File: config.mk
export PLATFORM = sky130hd
export DESIGN_NAME = quadrature_period_speed_meter
export DESIGN_NICKNAME = d
export VERILOG_FILES = /design/src/sv/qpsm_pkg.sv /design/src/sv/qpsm_front.sv /design/src/sv/qpsm_fifo.sv /design/src/sv/qpsm_back.sv /design/src/sv/quadrature_period_speed_meter.sv
export SDC_FILE = /design/constraint.sdc
export NUM_CORES = 1
export LEC_CHECK = 0
export BUFFER_PORTS_ARGS = -buffer_cell sky130_fd_sc_hd__buf_2
export CORE_AREA = 8 8 264 266
export CTS_BUF_LIST = sky130_fd_sc_hd__clkbuf_2
export CTS_CLUSTER_SIZE = 40
export DETAILED_ROUTE_END_ITERATION = 12
export DIE_AREA = 0 0 272 274
export GPL_TIMING_DRIVEN = 0
export HOLD_SLACK_MARGIN = 0.1
export PLACE_DENSITY = 0.7
export SETUP_SLACK_MARGIN = 0.2
export SLEW_MARGIN = 20
export SYNTH_ARGS = -nofsm -noshare
export SYNTH_HDL_FRONTEND = slang
export SYNTH_SLANG_ARGS = --single-unit
export TNS_END_PERCENT = 5
File: constraint.sdc
create_clock -name clk_i -period 16.1 [get_ports clk_i]
set_input_delay 0 -clock clk_i [delete_from_list [all_inputs] [get_ports clk_i]]
set_output_delay 0 -clock clk_i [all_outputs]
set_load 0.05 [all_outputs]
File: src/sv/qpsm_pkg.sv
// Shared widths, codes and transaction types for the quadrature period speed meter.
// No dependencies; every other file imports this package.
package qpsm_pkg;

  localparam int unsigned CountWidth  = 16;
  localparam int unsigned PeriodW     = CountWidth + 1;
  localparam int unsigned PprW        = 12;
  localparam int unsigned LimitW      = 16;
  localparam int unsigned RateW       = 16;
  localparam int unsigned FracBits    = 16;
  localparam int unsigned SpeedW      = 32;
  localparam int unsigned NumW        = RateW + FracBits;
  localparam int unsigned DenW        = PprW + CountWidth + 2;
  localparam int unsigned DivCntW     = $clog2(NumW);
  localparam int unsigned WindowDepth = 4;
  localparam int unsigned WinShift    = $clog2(WindowDepth);
  localparam int unsigned SumW        = SpeedW + WinShift;
  localparam int unsigned QueueDepth  = 2;
  localparam int unsigned QPtrW       = $clog2(QueueDepth);
  localparam int unsigned QCntW       = $clog2(QueueDepth + 1);
  localparam int unsigned CfgIdxW     = 2;
  localparam int unsigned CfgDataW    = 16;

  localparam logic [CfgIdxW-1:0] CfgPulsesPerRev = 2'd0;
  localparam logic [CfgIdxW-1:0] CfgStallLimit   = 2'd1;
  localparam logic [CfgIdxW-1:0] CfgTickRateHz   = 2'd2;

  localparam logic [PprW-1:0]   PprReset   = 12'd120;
  localparam logic [LimitW-1:0] LimitReset = 16'd50;
  localparam logic [RateW-1:0]  RateReset  = 16'd1000;

  typedef enum logic [1:0] {
    DirCcw  = 2'd0,
    DirCw   = 2'd1,
    DirZero = 2'd2
  } dir_e;

  typedef struct packed {
    logic [PprW-1:0]   pulses_per_rev;
    logic [LimitW-1:0] stall_limit;
    logic [RateW-1:0]  tick_rate_hz;
  } cfg_t;

  // One report transaction handed from front end to back end
  typedef struct packed {
    logic                  stopped;
    dir_e                  dir;
    logic [CountWidth-1:0] mag;
  } job_t;

endpackage

File: src/sv/qpsm_front.sv
// Tick front end: edge detection, saturating period counter, stopped flag.
// Classifies each tick and pushes report transactions to the queue. Uses qpsm_pkg.
module qpsm_front (
  input  logic                        clk_i,
  input  logic                        rst_ni,
  input  logic                        in_valid_i,
  output logic                        in_stall_o,
  input  logic                        a_level_i,
  input  logic                        b_level_i,
  input  logic                        report_i,
  input  logic [qpsm_pkg::LimitW-1:0] stall_limit_i,
  input  logic                        queue_full_i,
  output logic                        push_o,
  output qpsm_pkg::job_t              job_o
);
  import qpsm_pkg::*;

  logic                  prev_a_q, prev_b_q;
  logic [CountWidth-1:0] count_q, count_d, count_b;
  logic [PeriodW-1:0]    period_q, period_d, period_neg;
  logic                  stopped_q, stopped_d;
  logic                  accept, a_edge, b_edge, both;

  assign in_stall_o = queue_full_i;
  assign accept     = in_valid_i & ~in_stall_o;
  assign a_edge     = a_level_i ^ prev_a_q;
  assign b_edge     = b_level_i ^ prev_b_q;
  assign both       = a_level_i & b_level_i;

  // A is handled first: a B capture in the same tick sees a cleared count
  assign count_b    = a_edge ? '0 : count_q;
  assign period_neg = PeriodW'(0) - {1'b0, count_b};

  always_comb begin
    period_d  = period_q;
    stopped_d = stopped_q;
    if (a_edge && both) begin
      period_d = {1'b0, count_q};
    end
    if (b_edge && both) begin
      period_d = period_neg;
    end
    if (a_edge || b_edge) begin
      count_d   = '0;
      stopped_d = 1'b0;
    end else if (count_q != '1) begin
      count_d = count_q + 1'b1;
    end else begin
      count_d = count_q;
    end
    if (report_i && (count_d > CountWidth'(stall_limit_i))) begin
      stopped_d = 1'b1;
    end
  end

  always_comb begin
    job_o.stopped = stopped_d;
    if (period_d[PeriodW-1]) begin
      job_o.dir = DirCw;
      job_o.mag = CountWidth'(PeriodW'(0) - period_d);
    end else begin
      job_o.dir = (period_d == '0) ? DirZero : DirCcw;
      job_o.mag = period_d[CountWidth-1:0];
    end
  end

  assign push_o = accept & report_i;

  always_ff @(posedge clk_i or negedge rst_ni) begin
    if (!rst_ni) begin
      prev_a_q  <= 1'b0;
      prev_b_q  <= 1'b0;
      count_q   <= '0;
      period_q  <= '0;
      stopped_q <= 1'b1;
    end else if (accept) begin
      prev_a_q  <= a_level_i;
      prev_b_q  <= b_level_i;
      count_q   <= count_d;
      period_q  <= period_d;
      stopped_q <= stopped_d;
    end
  end

endmodule

File: src/sv/qpsm_fifo.sv
// Short transaction queue between front end and back end.
// Register storage, one read port at the head. Uses qpsm_pkg.
module qpsm_fifo (
  input  logic           clk_i,
  input  logic           rst_ni,
  input  logic           push_i,
  input  qpsm_pkg::job_t push_data_i,
  input  logic           pop_i,
  output qpsm_pkg::job_t pop_data_o,
  output logic           full_o,
  output logic           empty_o
);
  import qpsm_pkg::*;

  job_t             entry_q [QueueDepth];
  logic [QPtrW-1:0] wr_ptr_q, rd_ptr_q;
  logic [QCntW-1:0] fill_q;
  logic             do_push, do_pop;

  assign full_o     = (fill_q == QCntW'(QueueDepth));
  assign empty_o    = (fill_q == '0);
  assign do_push    = push_i & ~full_o;
  assign do_pop     = pop_i & ~empty_o;
  assign pop_data_o = entry_q[rd_ptr_q];

  always_ff @(posedge clk_i) begin
    if (do_push) begin
      entry_q[wr_ptr_q] <= push_data_i;
    end
  end

  always_ff @(posedge clk_i or negedge rst_ni) begin
    if (!rst_ni) begin
      wr_ptr_q <= '0;
      rd_ptr_q <= '0;
      fill_q   <= '0;
    end else begin
      if (do_push) begin
        wr_ptr_q <= (wr_ptr_q == QPtrW'(QueueDepth - 1)) ? '0 : wr_ptr_q + 1'b1;
      end
      if (do_pop) begin
        rd_ptr_q <= (rd_ptr_q == QPtrW'(QueueDepth - 1)) ? '0 : rd_ptr_q + 1'b1;
      end
      case ({do_push, do_pop})
        2'b10:   fill_q <= fill_q + 1'b1;
        2'b01:   fill_q <= fill_q - 1'b1;
        default: fill_q <= fill_q;
      endcase
    end
  end

endmodule

File: src/sv/qpsm_back.sv
// Report back end: period-to-speed conversion (multiply, bit-serial divide),
// four-entry averaging window and output register. Uses qpsm_pkg.
module qpsm_back (
  input  logic                      clk_i,
  input  logic                      rst_ni,
  input  qpsm_pkg::cfg_t            cfg_i,
  input  logic                      queue_empty_i,
  input  qpsm_pkg::job_t            job_i,
  output logic                      pop_o,
  output logic                      out_valid_o,
  input  logic                      out_stall_i,
  output logic [1:0]                direction_o,
  output logic [qpsm_pkg::SpeedW-1:0] speed_rps_o,
  output logic                      is_stopped_o
);
  import qpsm_pkg::*;

  typedef enum logic [4:0] {
    StIdle = 5'b00001,
    StMul  = 5'b00010,
    StDiv  = 5'b00100,
    StAvg  = 5'b01000,
    StPush = 5'b10000
  } state_e;

  state_e             state_q, state_d;
  job_t               job_q;
  logic [DenW-1:0]    den_q;
  logic [DenW-1:0]    rem_q;
  logic [NumW-1:0]    quo_q;
  logic [DivCntW-1:0] cnt_q;
  logic [SpeedW-1:0]  win_q [WindowDepth];
  logic [SpeedW-1:0]  win_d [WindowDepth];
  logic [SpeedW-1:0]  last_avg_q;
  logic [SpeedW-1:0]  res_speed_q;
  logic               out_valid_q;
  dir_e               out_dir_q;
  logic [SpeedW-1:0]  out_speed_q;
  logic               out_stopped_q;
  logic [DenW:0]      rem_shift;
  logic               rem_ge;
  logic [SumW-1:0]    win_sum;
  logic               out_free;

  assign out_free = ~out_valid_q | ~out_stall_i;
  assign pop_o    = (state_q == StIdle) & ~queue_empty_i;

  // Restoring divide, one quotient bit a cycle. A zero divisor yields all ones,
  // which is the saturated sample.
  assign rem_shift = {rem_q, quo_q[NumW-1]};
  assign rem_ge    = (rem_shift >= {1'b0, den_q});

  always_comb begin
    win_sum = '0;
    for (int i = 0; i < WindowDepth; i++) begin
      if (last_avg_q == '0 || i == WindowDepth - 1) begin
        win_d[i] = quo_q;
      end else begin
        win_d[i] = win_q[i+1];
      end
      win_sum = win_sum + SumW'(win_d[i]);
    end
  end

  always_comb begin
    state_d = state_q;
    unique case (state_q)
      StIdle: begin
        if (!queue_empty_i) begin
          state_d = job_i.stopped ? StPush : StMul;
        end
      end
      StMul:  state_d = StDiv;
      StDiv:  state_d = (cnt_q == '0) ? StAvg : StDiv;
      StAvg:  state_d = StPush;
      StPush: state_d = out_free ? StIdle : StPush;
      default: state_d = StIdle;
    endcase
  end

  always_ff @(posedge clk_i) begin
    unique case (state_q)
      StIdle: begin
        job_q       <= job_i;
        res_speed_q <= '0;
      end
      StMul: begin
        den_q <= {(DenW-2)'(cfg_i.pulses_per_rev) * (DenW-2)'(job_q.mag), 2'b00};
        rem_q <= '0;
        quo_q <= {cfg_i.tick_rate_hz, FracBits'(0)};
        cnt_q <= DivCntW'(NumW - 1);
      end
      StDiv: begin
        rem_q <= rem_ge ? DenW'(rem_shift - {1'b0, den_q}) : rem_shift[DenW-1:0];
        quo_q <= {quo_q[NumW-2:0], rem_ge};
        cnt_q <= cnt_q - 1'b1;
      end
      StAvg: begin
        res_speed_q <= win_sum[SumW-1:WinShift];
      end
      StPush: begin
        if (out_free) begin
          out_dir_q     <= job_q.dir;
          out_speed_q   <= res_speed_q;
          out_stopped_q <= job_q.stopped;
        end
      end
      default: ;
    endcase
  end

  always_ff @(posedge clk_i or negedge rst_ni) begin
    if (!rst_ni) begin
      state_q     <= StIdle;
      out_valid_q <= 1'b0;
      last_avg_q  <= '0;
      for (int i = 0; i < WindowDepth; i++) begin
        win_q[i] <= '0;
      end
    end else begin
      state_q <= state_d;
      if (state_q == StPush && out_free) begin
        out_valid_q <= 1'b1;
      end else if (!out_stall_i) begin
        out_valid_q <= 1'b0;
      end
      if (pop_o && job_i.stopped) begin
        last_avg_q <= '0;
      end else if (state_q == StAvg) begin
        last_avg_q <= win_sum[SumW-1:WinShift];
        for (int i = 0; i < WindowDepth; i++) begin
          win_q[i] <= win_d[i];
        end
      end
    end
  end

  assign out_valid_o  = out_valid_q;
  assign direction_o  = out_dir_q;
  assign speed_rps_o  = out_speed_q;
  assign is_stopped_o = out_stopped_q;

endmodule

File: src/sv/quadrature_period_speed_meter.sv
// Top level of the quadrature period speed meter: configuration registers,
// front end, transaction queue and back end. Uses qpsm_pkg, qpsm_front, qpsm_fifo, qpsm_back.
//
//  channel  | handshake              | payload
//  ---------+------------------------+-----------------------------------------
//  in       | in_valid_i/in_stall_o  | a_level_i, b_level_i, report_i
//  out      | out_valid_o/out_stall_i| direction_o, speed_rps_o, is_stopped_o
//  cfg      | cfg_valid_i/cfg_ready_o| cfg_index_i, cfg_data_i
//
// Ticks are taken one a cycle while the two-entry report queue has room.
// A report passes through the back end as one multiply, 32 divide steps, averaging
// and output load; a stopped report goes straight to the output load.
// Reset restores the register defaults, marks the motor stopped and clears the window.
// in_stall_o rises only while the queue is full; a stalled output holds the back end.
module quadrature_period_speed_meter (
  input  logic                         clk_i,
  input  logic                         rst_ni,
  input  logic                         in_valid_i,
  output logic                         in_stall_o,
  input  logic                         a_level_i,
  input  logic                         b_level_i,
  input  logic                         report_i,
  output logic                         out_valid_o,
  input  logic                         out_stall_i,
  output logic [1:0]                   direction_o,
  output logic [31:0]                  speed_rps_o,
  output logic                         is_stopped_o,
  input  logic                         cfg_valid_i,
  output logic                         cfg_ready_o,
  input  logic [qpsm_pkg::CfgIdxW-1:0] cfg_index_i,
  input  logic [qpsm_pkg::CfgDataW-1:0] cfg_data_i
);
  import qpsm_pkg::*;

  cfg_t cfg_q;
  logic push, pop, q_full, q_empty;
  job_t push_job, pop_job;

  assign cfg_ready_o = 1'b1;

  always_ff @(posedge clk_i or negedge rst_ni) begin
    if (!rst_ni) begin
      cfg_q.pulses_per_rev <= PprReset;
      cfg_q.stall_limit    <= LimitReset;
      cfg_q.tick_rate_hz   <= RateReset;
    end else if (cfg_valid_i && cfg_ready_o) begin
      unique case (cfg_index_i)
        CfgPulsesPerRev: cfg_q.pulses_per_rev <= cfg_data_i[PprW-1:0];
        CfgStallLimit:   cfg_q.stall_limit    <= cfg_data_i[LimitW-1:0];
        CfgTickRateHz:   cfg_q.tick_rate_hz   <= cfg_data_i[RateW-1:0];
        default: ;
      endcase
    end
  end

  qpsm_front u_front (
    .clk_i         (clk_i),
    .rst_ni        (rst_ni),
    .in_valid_i    (in_valid_i),
    .in_stall_o    (in_stall_o),
    .a_level_i     (a_level_i),
    .b_level_i     (b_level_i),
    .report_i      (report_i),
    .stall_limit_i (cfg_q.stall_limit),
    .queue_full_i  (q_full),
    .push_o        (push),
    .job_o         (push_job)
  );

  qpsm_fifo u_fifo (
    .clk_i       (clk_i),
    .rst_ni      (rst_ni),
    .push_i      (push),
    .push_data_i (push_job),
    .pop_i       (pop),
    .pop_data_o  (pop_job),
    .full_o      (q_full),
    .empty_o     (q_empty)
  );

  qpsm_back u_back (
    .clk_i         (clk_i),
    .rst_ni        (rst_ni),
    .cfg_i         (cfg_q),
    .queue_empty_i (q_empty),
    .job_i         (pop_job),
    .pop_o         (pop),
    .out_valid_o   (out_valid_o),
    .out_stall_i   (out_stall_i),
    .direction_o   (direction_o),
    .speed_rps_o   (speed_rps_o),
    .is_stopped_o  (is_stopped_o)
  );

  a_stopped_zero: assert property (@(posedge clk_i) disable iff (!rst_ni)
    out_valid_o && is_stopped_o |-> speed_rps_o == '0)
    else $error("stopped result carries nonzero speed");

  a_push_needs_report: assert property (@(posedge clk_i) disable iff (!rst_ni)
    push |-> in_valid_i && report_i)
    else $error("queue push without an accepted report");

  a_push_not_full: assert property (@(posedge clk_i) disable iff (!rst_ni)
    push |-> !q_full)
    else $error("push into a full report queue");

  a_pop_not_empty: assert property (@(posedge clk_i) disable iff (!rst_ni)
    pop |-> !q_empty)
    else $error("back end popped an empty queue");

endmodule
==> results by group <==
Logic synthesis
  – Mapped cell area: 0.0298 mm²
  – Area leader, netlist: edfxtp_1
  – Top cells by area, synth: edfxtp_1 (22%), dfrtp_1 (17%), fa_1 (12%)
  – Post-synth top flop: edfxtp_1
  – Post-synth EDFFs: 219
  – Syn nets: 3417
  – Register area share after synthesis: 40.4%
  – Synthesized flop and latch total: 437
  – Mapped Cells: just over 3000
  – Ys async rst share: between 40% and 50%
  – Top cells by count, synth: nand2_1 (639), inv_1 (233), edfxtp_1 (219)
  – Top-count cell post-synth: nand2_1
  – Syn. warnings: 0
  – Yosys top cell area share: 22.1%
  – Synth cell types: just over 90
  – Mean Syn Cell Area: ~9.8 µm²

Final layout
  – Final Cell Area: 0.0331 mm²
  – Total Nets Final: about 3700
  – Share of cells above drive strength 1: 11.4%
  – Layout area overhead: 11.1%
  – Finished Layout Cells: 4249
  – Number of fill cells: 6035

Worst setup path
  – Crit-path slowest cell: nor4_4
  – Largest stage delay, worst path: 0.66 ns
  – Top Family by Delay on Critical Path: compound AO/OA/AOI/OAI gates
  – Worst Setup End Kind: flop
  – Crit-path max FO: 10
  – CP Buf/Inv Count: 2
  – Worst path required time: about 17 ns
  – CP Class: reg -> reg
  – Critical path startpoint category: flop
  – R2R Setup Slk: roughly 6.7 ns
  – Worst EP arrival: 10.36 ns

STA
  – Fin crit share: 58.3%
  – Worst slew pin tran: 1.03 ns
  – Final count of negative-setup-slack endpoints: 0
  – Min Clock Period, post-route: between 9 and 10 ns
  – Hold slack: 0.226 ns
  – RSZ-0062 raised after global routing: false
  – Clock Skews: 0.144 ns
  – Worst rel slew slack: 31.2%
  – Final Max Tran Viols: 0
  – Final TNS setup: 0 ns
  – FMAX: 107 MHz
  – Hold Fails Final Rpt: 0

Floorplanning
  – Site row count: 94
  – Total die area: between 0.07 and 0.08 mm²
  – DIE HEIGHT: 274 µm
  – Core box area: 0.0653 mm²
  – Starting density of the core: 45.6%
  – Die width: 272 µm
  – Io pins: 64

CTS
  – Clock Sinks: ~440
  – Root buffer cell: clkbuf_2
  – CTS tree: built
  – Post-CTS Hold Buffers: 63
  – Clock buffer depth: 3
  – CTS Buf Count: 113
  – Number of gates resized after CTS: 0
  – Setup Buffers After CTS: 0
  – Worst skew pair latency: between 1 and 1.5 ns
  – Htree depth: 3
  – Clock slew at reported path FFs: 0.11 ns

Place
  – Count of buffers from port buffering: 60
  – Routability congestion estimate: 0.906
  – Cell Area, Placed: about 0.031 mm²
  – Inst Count DP: 3972
  – DP Wirelength: 55100 µm

Route
  – Routed via count: 22866
  – Detailed-route wire length: 73400 µm
  – Post-route DRC: 0
  – TritonRoute pass-1 iters: 5
  – DRT iter0 DRCs: ~1600
  – Remaining antenna violation count after routing: 0
  – Average wire per cell in the routed design: 17.3 µm
  – Vias per cell: between 5 and 6

Flow run
  – Maximum Capacitance Violations: 0

Global route
  – Vias in the first global route: 22989
  – Overflow after GRT: 0
  – Largest net degree at the start of global routing: 97
  – Initial antenna violation count: 2
  – GRT Total Usage: roughly a fifth
  – First-pass GRT wire length: 120000 µm

Min path
  – Hold Crit Class: in -> reg

Run status
  – Status: finished clean
[flip-flops by register name, indices dropped and copies added, names as in the netlist, 5 cells and up]
name / cells
cfg_q: 44
u_back.cnt_q: 5
u_back.den_q: 28
u_back.job_q: 19
u_back.last_avg_q: 32
u_back.quo_q: 32
u_back.rem_q: 30
u_back.res_speed_q: 32
u_back.speed_rps_o: 32
u_back.state_q: 5
u_back.win_q: 96
u_fifo.entry_q: 38
u_front.count_q: 16
u_front.period_q: 17
[layout make-up]
type	count	area, µm²	share of cell area, %
Inverter	234	878	2.65
Clock inverter	39	219	0.661
Antenna cell	2	5.00	0.0151
Timing Repair Buffer	131	1120	3.38
Buffer	140	552	1.67
Multi-Input combinational cell	2229	16300	49.3
Clock buffer	173	866	2.62
Tap cell	864	1080	3.27
Sequential cell	437	12100	36.4
[kinds of logic after synthesis]
kind of cell / count (synthesis) / share of synthesized area (%)
compound gates: 524 / 11.7
xor+xnor: 131 / 3.88
fa+ha+maj: 351 / 19.1
buf+inv: 374 / 4.80
flops: 437 / 40.4
mux: 88 / 3.23
other cells: 1 / 0.0126
simple gates: 1134 / 16.8
[routing by layer]
layer,part of all wire [%],global-route usage [%],routed length (µm),up-vias
met4,2.9,7.06,2130,0
li1,-,-,-,10916
met5,0,0,0,-
met3,6.3,4.00,4640,147
met1,44,25.5,32000,11127
met2,47,32.8,34600,676
[worst reg2reg max path, delay by kind of cell (launching register included)]
family / cells / cell delay [ns]
AOI/OAI and AO/OA: 11 / 3.39
and+or+nand+nor: 11 / 2.53
adders and majority gates: 3 / 1.24
buffers and inverters: 2 / 1.07
xor gates and xnor gates: 2 / 0.54
DFF: 1 / 0.42
[final timing paths]
kind / from / to / depth (start not counted)
max in group asynchronous: rst_ni / u_back.win_q[37] / 7
setup / recovery: u_back.last_avg_q[15] / u_back.res_speed_q[28] / 29
min in group asynchronous: rst_ni / u_front.period_q[10] / 5
hold reg to reg: u_back.res_speed_q[31] / u_back.speed_rps_o[31] / 0
hold / removal: a_level_i / u_front.period_q[6] / 6
setup reg to reg: u_back.last_avg_q[15] / u_back.res_speed_q[28] / 29
[cell usage in the layout (no fill, tap or decap), drive strengths merged, types with 8 or more instances in the layout]
cell | Yosys | layout
or2 | 9 | 9
o21ai | 108 | 108
a21o | 74 | 74
nor3 | 32 | 32
and3 | 20 | 20
o22ai | 8 | 8
and2 | 84 | 84
nor4 | 14 | 14
clkbuf | 123 | 296
mux2 | 64 | 64
nor2 | 198 | 198
clkinv | 1 | 36
edfxtp | 219 | 219
o21a | 27 | 27
a21boi | 10 | 10
dlygate4sd3 | 0 | 62
fa | 174 | 174
a31oi | 76 | 76
o21bai | 10 | 10
dfstp | 15 | 15
mux2i | 24 | 24
nand3 | 37 | 37
a21oi | 106 | 106
ha | 177 | 177
nand2 | 640 | 640
o31ai | 21 | 21
nand2b | 25 | 25
xnor2 | 85 | 85
dfrtp | 203 | 203
a221oi | 8 | 8
nor2b | 24 | 24
a211oi | 9 | 9
xor2 | 46 | 46
inv | 233 | 236
nand4 | 19 | 19
buf | 17 | 86
[per-stage QoR]
stage | worst slack (ns) | util (%)
final | 6.72 | 50.7
after global routing | 6.15 | 50.7
after CTS | 6.80 | 50.7
after detailed placement | 6.95 | 48.1
after global placement | 6.92 | 47.8
after floorplan | 9.17 | -
Power is not shown: default switching activity piles up to over one toggle a cycle in this logic, so the estimate is an artifact.
